$ cat src/hw/rtl/mltrq_pkg.sv
`timescale 1ns / 1ps
// ----------------------------------------------------------------------------
// mltrq_pkg
// Shared widths, codes and types of the multi-lane timed release queue.
// ----------------------------------------------------------------------------
package mltrq_pkg;

    localparam int KEY_W       = 32;
    localparam int ID_W        = 16;
    localparam int CNT_W       = 4;
    localparam int LANE_OUT_W  = 3;
    localparam int KIND_W      = 2;
    localparam int MAX_LANES_DEF  = 8;
    localparam int LANE_DEPTH_DEF = 16;
    localparam int LANE_LIMIT_CAP = 8;
    localparam logic [CNT_W-1:0] LANE_COUNT_RST = 4'd2;

    // Result kinds
    localparam logic [KIND_W-1:0] KIND_ACCEPT  = 2'd0;
    localparam logic [KIND_W-1:0] KIND_DROP    = 2'd1;
    localparam logic [KIND_W-1:0] KIND_RELEASE = 2'd2;

    // Input operations
    localparam logic OP_INSERT = 1'b0;
    localparam logic OP_TICK   = 1'b1;

    // Per-cycle command to the cells of one lane
    typedef struct packed {
        logic ins;
        logic pop;
    } cell_ctrl_t;

endpackage

$ cat src/hw/rtl/mltrq_cell.sv
`timescale 1ns / 1ps
// ----------------------------------------------------------------------------
// mltrq_cell
// One slot of a sorted lane: holds a key/id pair and trades with neighbors.
// ----------------------------------------------------------------------------
module mltrq_cell
    import mltrq_pkg::*;
#(
    parameter bit IS_FIRST = 1'b0
)
(
    input  logic             clk,
    input  cell_ctrl_t       ctrl,
    input  logic [KEY_W-1:0] new_key,
    input  logic [ID_W-1:0]  new_id,
    input  logic             occ,
    input  logic             prev_occ,
    input  logic [KEY_W-1:0] prev_key,
    input  logic [ID_W-1:0]  prev_id,
    input  logic [KEY_W-1:0] next_key,
    input  logic [ID_W-1:0]  next_id,
    output logic [KEY_W-1:0] key,
    output logic [ID_W-1:0]  id
);

    logic [KEY_W-1:0] key_reg, key_next;
    logic [ID_W-1:0]  id_reg, id_next;
    logic             prev_le;
    logic             prev_gt;
    logic             own_gt;

    // Insert compares against this slot and the one before it
    always_comb
    begin
        prev_le  = IS_FIRST || (prev_occ && (prev_key <= new_key));
        prev_gt  = !IS_FIRST && prev_occ && (prev_key > new_key);
        own_gt   = !occ || (key_reg > new_key);
        key_next = key_reg;
        id_next  = id_reg;
        if (ctrl.pop)
        begin
            key_next = next_key;
            id_next  = next_id;
        end
        else if (ctrl.ins)
        begin
            if (prev_gt)
            begin
                key_next = prev_key;
                id_next  = prev_id;
            end
            else if (prev_le && own_gt)
            begin
                key_next = new_key;
                id_next  = new_id;
            end
        end
    end

    always_ff @(posedge clk)
    begin
        key_reg <= key_next;
        id_reg  <= id_next;
    end

    assign key = key_reg;
    assign id  = id_reg;

endmodule

$ cat src/hw/rtl/mltrq_lane.sv
`timescale 1ns / 1ps
// ----------------------------------------------------------------------------
// mltrq_lane
// A lane: a row of cells kept in ascending key order, plus its fill count.
// ----------------------------------------------------------------------------
module mltrq_lane
    import mltrq_pkg::*;
#(
    parameter int LANE_DEPTH = LANE_DEPTH_DEF,
    parameter int FW = $clog2(LANE_DEPTH + 1)
)
(
    input  logic             clk,
    input  logic             rst_n,
    input  cell_ctrl_t       ctrl,
    input  logic [KEY_W-1:0] new_key,
    input  logic [ID_W-1:0]  new_id,
    output logic [KEY_W-1:0] head_key,
    output logic [ID_W-1:0]  head_id,
    output logic [FW-1:0]    fill
);

    logic [FW-1:0]    fill_reg, fill_next;
    logic [KEY_W-1:0] keys [LANE_DEPTH];
    logic [ID_W-1:0]  ids  [LANE_DEPTH];
    logic             occ  [LANE_DEPTH];

    // Fill count
    always_comb
    begin
        fill_next = fill_reg;
        if (ctrl.pop)
            fill_next = fill_reg - FW'(1);
        else if (ctrl.ins)
            fill_next = fill_reg + FW'(1);
    end

    always_ff @(posedge clk or negedge rst_n)
    begin
        if (!rst_n)
            fill_reg <= '0;
        else
            fill_reg <= fill_next;
    end

    // Row of cells
    for (genvar i = 0; i < LANE_DEPTH; i++)
    begin : g_cell
        assign occ[i] = (FW'(i) < fill_reg);

        mltrq_cell #(
            .IS_FIRST (i == 0)
        ) u_cell (
            .clk      (clk),
            .ctrl     (ctrl),
            .new_key  (new_key),
            .new_id   (new_id),
            .occ      (occ[i]),
            .prev_occ (occ[(i == 0) ? 0 : i - 1]),
            .prev_key (keys[(i == 0) ? 0 : i - 1]),
            .prev_id  (ids[(i == 0) ? 0 : i - 1]),
            .next_key (keys[(i == LANE_DEPTH - 1) ? i : i + 1]),
            .next_id  (ids[(i == LANE_DEPTH - 1) ? i : i + 1]),
            .key      (keys[i]),
            .id       (ids[i])
        );
    end

    assign head_key = keys[0];
    assign head_id  = ids[0];
    assign fill     = fill_reg;

endmodule

$ cat config.mk
export PLATFORM = sky130hd
export DESIGN_NAME = mltrq_lane
export DESIGN_NICKNAME = d
export VERILOG_FILES = /design/src/hw/rtl/mltrq_pkg.sv /design/src/hw/rtl/mltrq_cell.sv /design/src/hw/rtl/mltrq_lane.sv
export SDC_FILE = /design/constraint.sdc
export NUM_CORES = 2
export LEC_CHECK = 0
export BUFFER_PORTS_ARGS = -buffer_cell sky130_fd_sc_hd__buf_2
export CAP_MARGIN = 30
export CORE_MARGIN = 3
export CORE_UTILIZATION = 35
export CTS_CLUSTER_DIAMETER = 40
export DETAILED_ROUTE_END_ITERATION = 6
export PLACE_DENSITY = 0.6
export SLEW_MARGIN = 5
export SYNTH_ARGS = -nofsm -noshare
export SYNTH_HDL_FRONTEND = slang
export SYNTH_HIERARCHICAL = 1
export SYNTH_SLANG_ARGS = --single-unit
$ cat constraint.sdc
create_clock -name clk -period 5.29 [get_ports clk]
set_clock_uncertainty 0.1 [all_clocks]
set_input_delay 0.7935 -clock clk [delete_from_list [all_inputs] [get_ports clk]]
set_output_delay 0.7935 -clock clk [all_outputs]
set_load 0.02 [all_outputs]
==> impl_metrics.env <==
export IMPL_cts_root_buffer="clkbuf_16"
export IMPL_nets=8488
export IMPL_overflow=0
export IMPL_syn_nets=8513
export IMPL_io_buffers=104
export IMPL_power_frac_seq=0.349
export IMPL_path_common_cell="buf_4"
export IMPL_ys_ff_latch=773
export IMPL_largest_reg_flops=512
export IMPL_synth_area_um2=66030
export IMPL_cts_made_buffers=149
export IMPL_ys_seq_area_frac=0.3511
export IMPL_clk_pin_slew_ps=50
export IMPL_placed_cell_area_um2=68890
export IMPL_nFillCells=18432
export IMPL_finalWeightedCongestion=0.9429
export IMPL_critical_path_top_delay_family="simple AND/OR/NAND/NOR gates"
export IMPL_drt_wl_total_mm=212.2
export IMPL_crit_buf_inv=5
export IMPL_die_w_um=440.4
export IMPL_antenna_found_initial=2
export IMPL_drive_gt1_frac=0.09351
export IMPL_synth_most_common_cell="ha_1"
export IMPL_p_sw_mw=17.64
export IMPL_power_density_nw_per_um2=558.9
export IMPL_slowest_stage="nor4_1"
export IMPL_p_total_mw=41.34
export IMPL_cts_tree="yes"
export IMPL_clkPwrFrac=0.235
export IMPL_hold_viol_final=0
export IMPL_syn_to_final_growth_pct=12.02
export IMPL_min_period_ps=3903
export IMPL_drt_initial_drc_count=5657
export IMPL_rsz0062_at_grt="false"
export IMPL_peakVddDrop_mv=0.3958
export IMPL_setup_viol=0
export IMPL_grt_max_degree=97
export IMPL_drc_errors=0
export IMPL_p_leak_nw=30.24
export IMPL_synth_warning_count=6
export IMPL_grt_pass1_wl_mm=330.0
export IMPL_cap_violations=0
export IMPL_dp_hpwl_mm=166.3
export IMPL_synth_edf_count=768
export IMPL_postRouteAntennaNets=0
export IMPL_synth_commonest_cells="995 x ha_1, 800 x nor2_1, 780 x a31oi_1, 768 x edfxtp_1, 713 x nand3_1"
export IMPL_cts_buffer_depth=3
export IMPL_worstHoldPathType="input pin to asynchronous set/reset pin"
export IMPL_drt_wirelength_per_cell_um=21.14
export IMPL_crit_type="input pin to register"
export IMPL_yosysTopAreaCell="edfxtp_1"
export IMPL_synth_distinct_cells=58
export IMPL_finalCritPeriodShare=0.7378
export IMPL_path_cells="buf_2 > buf_4 > inv_1 > ha_1 > nand4_1 > nor4_1 > buf_4 > and2_1 > a31oi_1 > nor3b_1 > a31oi_4 > buf_4"
export IMPL_num_io_pins=105
export IMPL_internal_power_mw=23.70
export IMPL_maxSlewViolCount=0
export IMPL_n_antenna_cell=0
export IMPL_drt_pass1_iter_count=6
export IMPL_die_area_um2=193900
export IMPL_async_reset_ff_frac=0.006468
export IMPL_die_h_um=440.4
export IMPL_cp_arrival_ps=4220
export IMPL_outcome="finished, final reports clean"
export IMPL_syn_avg_cell_area_um2=8.845
export IMPL_cts_sinks=773
export IMPL_htreeDepth=4
export IMPL_worstSetupEndpointType="register"
export IMPL_cp_required_ps=5610
export IMPL_row_count=158
export IMPL_timing_fmax_mhz=256.2
export IMPL_viasPerCell=5.872
export IMPL_synth_top_area_frac=0.3492
export IMPL_track_usage=0.2129
export IMPL_initial_utilization=0.3542
export IMPL_crit_path_max_incr_delay_ps=680
export IMPL_switching_share=0.4267
export IMPL_crit_fanout=48
export IMPL_vias=58961
export IMPL_synth_area_leaders="edfxtp_1 35%, ha_1 19%, a31oi_1 7.4%"
export IMPL_clk_latency_ps=780
export IMPL_p_comb_frac=0.416
export IMPL_netlist_instances=7466
export IMPL_slew_headroom=0.3375
export IMPL_post_route_cell_area_um2=73970
export IMPL_grt_pass1_vias=57287
export IMPL_critPathLaunchType="input pin"
export IMPL_coreArea_um2=186400
export IMPL_worst_slew_pin_slew_ps=991.7
export IMPL_ys_flop_type="edfxtp_1"
export IMPL_tns_ps=0
-- cell usage in the layout (no fill, tap or decap), drive strengths merged, types with 16 or more instances in the layout --
master	count
o21ai	924
buf	288
nor2b	32
clkbuf	167
nor4	32
clkinvlp	21
clkinv	49
a211oi	16
a31oi	780
nand4	217
bufinv	21
a21oi	437
a21o	109
o21bai	17
ha	995
a311o	30
nand3b	17
inv	575
nor2	800
nand2	214
nand2b	64
nor3	17
edfxtp	768
a311oi	30
mux2	17
and4	31
nand3	723
o211ai	46
or2	16
-- cells by family (layout without fill, tap and decap cells) --
kind of cell | Yosys count | in the layout | share of synthesized area
AO/OA/AOI/OAI | 2441 | 2441 | 0.2174
AND/OR/NAND/NOR | 2209 | 2209 | 0.1647
buffers and inverters | 1027 | 1122 | 0.07477
adder cells (fa/ha/maj) | 995 | 995 | 0.1885
flip-flops | 773 | 773 | 0.3511
multiplexers | 17 | 17 | 0.002899
XOR/XNOR | 4 | 4 | 0.0005306
-- worst register-to-register path, delay by kind of cell, from the launching register on --
| family | cells | cell delay, ps |
|---|---|---|
| and+or+nand+nor | 1 | 330 |
| buffers and inverters | 2 | 880 |
| DFF | 1 | 720 |
| AOI/OAI and AO/OA | 4 | 1590 |
-- area by class of cell --
cell class                 instances  area [um^2]  share of cell area
clock buffer                     167         3860             0.05218
clock inverter                   104         1210             0.01636
inverter                         562         2110             0.02852
multi-input combinational       5666        38510              0.5206
sequential                       773        23190              0.3135
tap                             2480         3103             0.04195
timing repair buffer             289         1989             0.02689
-- path summary, 6_finish.rpt --
check                      slack, ps  cells after the start                              start                                 end
max                             1390                     12                         new_key[9]   g_cell[15].u_cell/id[0]$_DFFE_PP_
min in group clk                 500                      1  g_cell[1].u_cell/id[14]$_DFFE_PP_   g_cell[0].u_cell/id[14]$_DFFE_PP_
max reg2reg                     1500                      7                fill[2]$_DFFE_PN0P_  g_cell[15].u_cell/id[13]$_DFFE_PP_
max in group asynchronous       4570                      2                              rst_n                 fill[4]$_DFFE_PN0P_
min reg2reg                      500                      1  g_cell[1].u_cell/id[14]$_DFFE_PP_   g_cell[0].u_cell/id[14]$_DFFE_PP_
min                              370                      2                              rst_n                 fill[1]$_DFFE_PN0P_
-- per-stage QoR --
step	hold WS [ps]	instances	setup slack (ps)	util
5_1_grt	334.7	10041	1244	0.3968
4_1_cts	325.0	10041	1504	0.3968
3_3_place_gp	473.1	9767	750.2	0.3694
2_1_floorplan	397.9	7466	216.8	-
6_report	372.1	10041	1387	0.3968
3_5_place_dp	471.8	9769	676.4	0.3696
-- what timing repair did --
item / CTS / global route
hold endpoints to repair: 5 / 0
hold buffers: 1 / 0
buffers inserted: 0 / 0
gates resized for setup: 0 / 0
-- power groups by stage --
stage / Clock [mW] / Sequential [mW] / Combinational [mW]
after global placement: 0 / 14.3 / 16.5
after global routing: 10.2 / 14.7 / 19.5
after CTS: 9.89 / 14.2 / 17.1
after floorplan: 0 / 12.7 / 12.7
final: 9.70 / 14.4 / 17.2
after detailed placement: 0 / 14.3 / 17.1
-- routing by layer --
metal / share of wire / vias up / track usage
met3: 0.074 / 394 / 0.03077
li1: - / 28345 / -
met1: 0.45 / 28030 / 0.2951
met4: 0.035 / 0 / 0.07835
met2: 0.44 / 2192 / 0.3355
met5: 0 / - / 0
No activity file was read; power rests on OpenSTA's default activity.
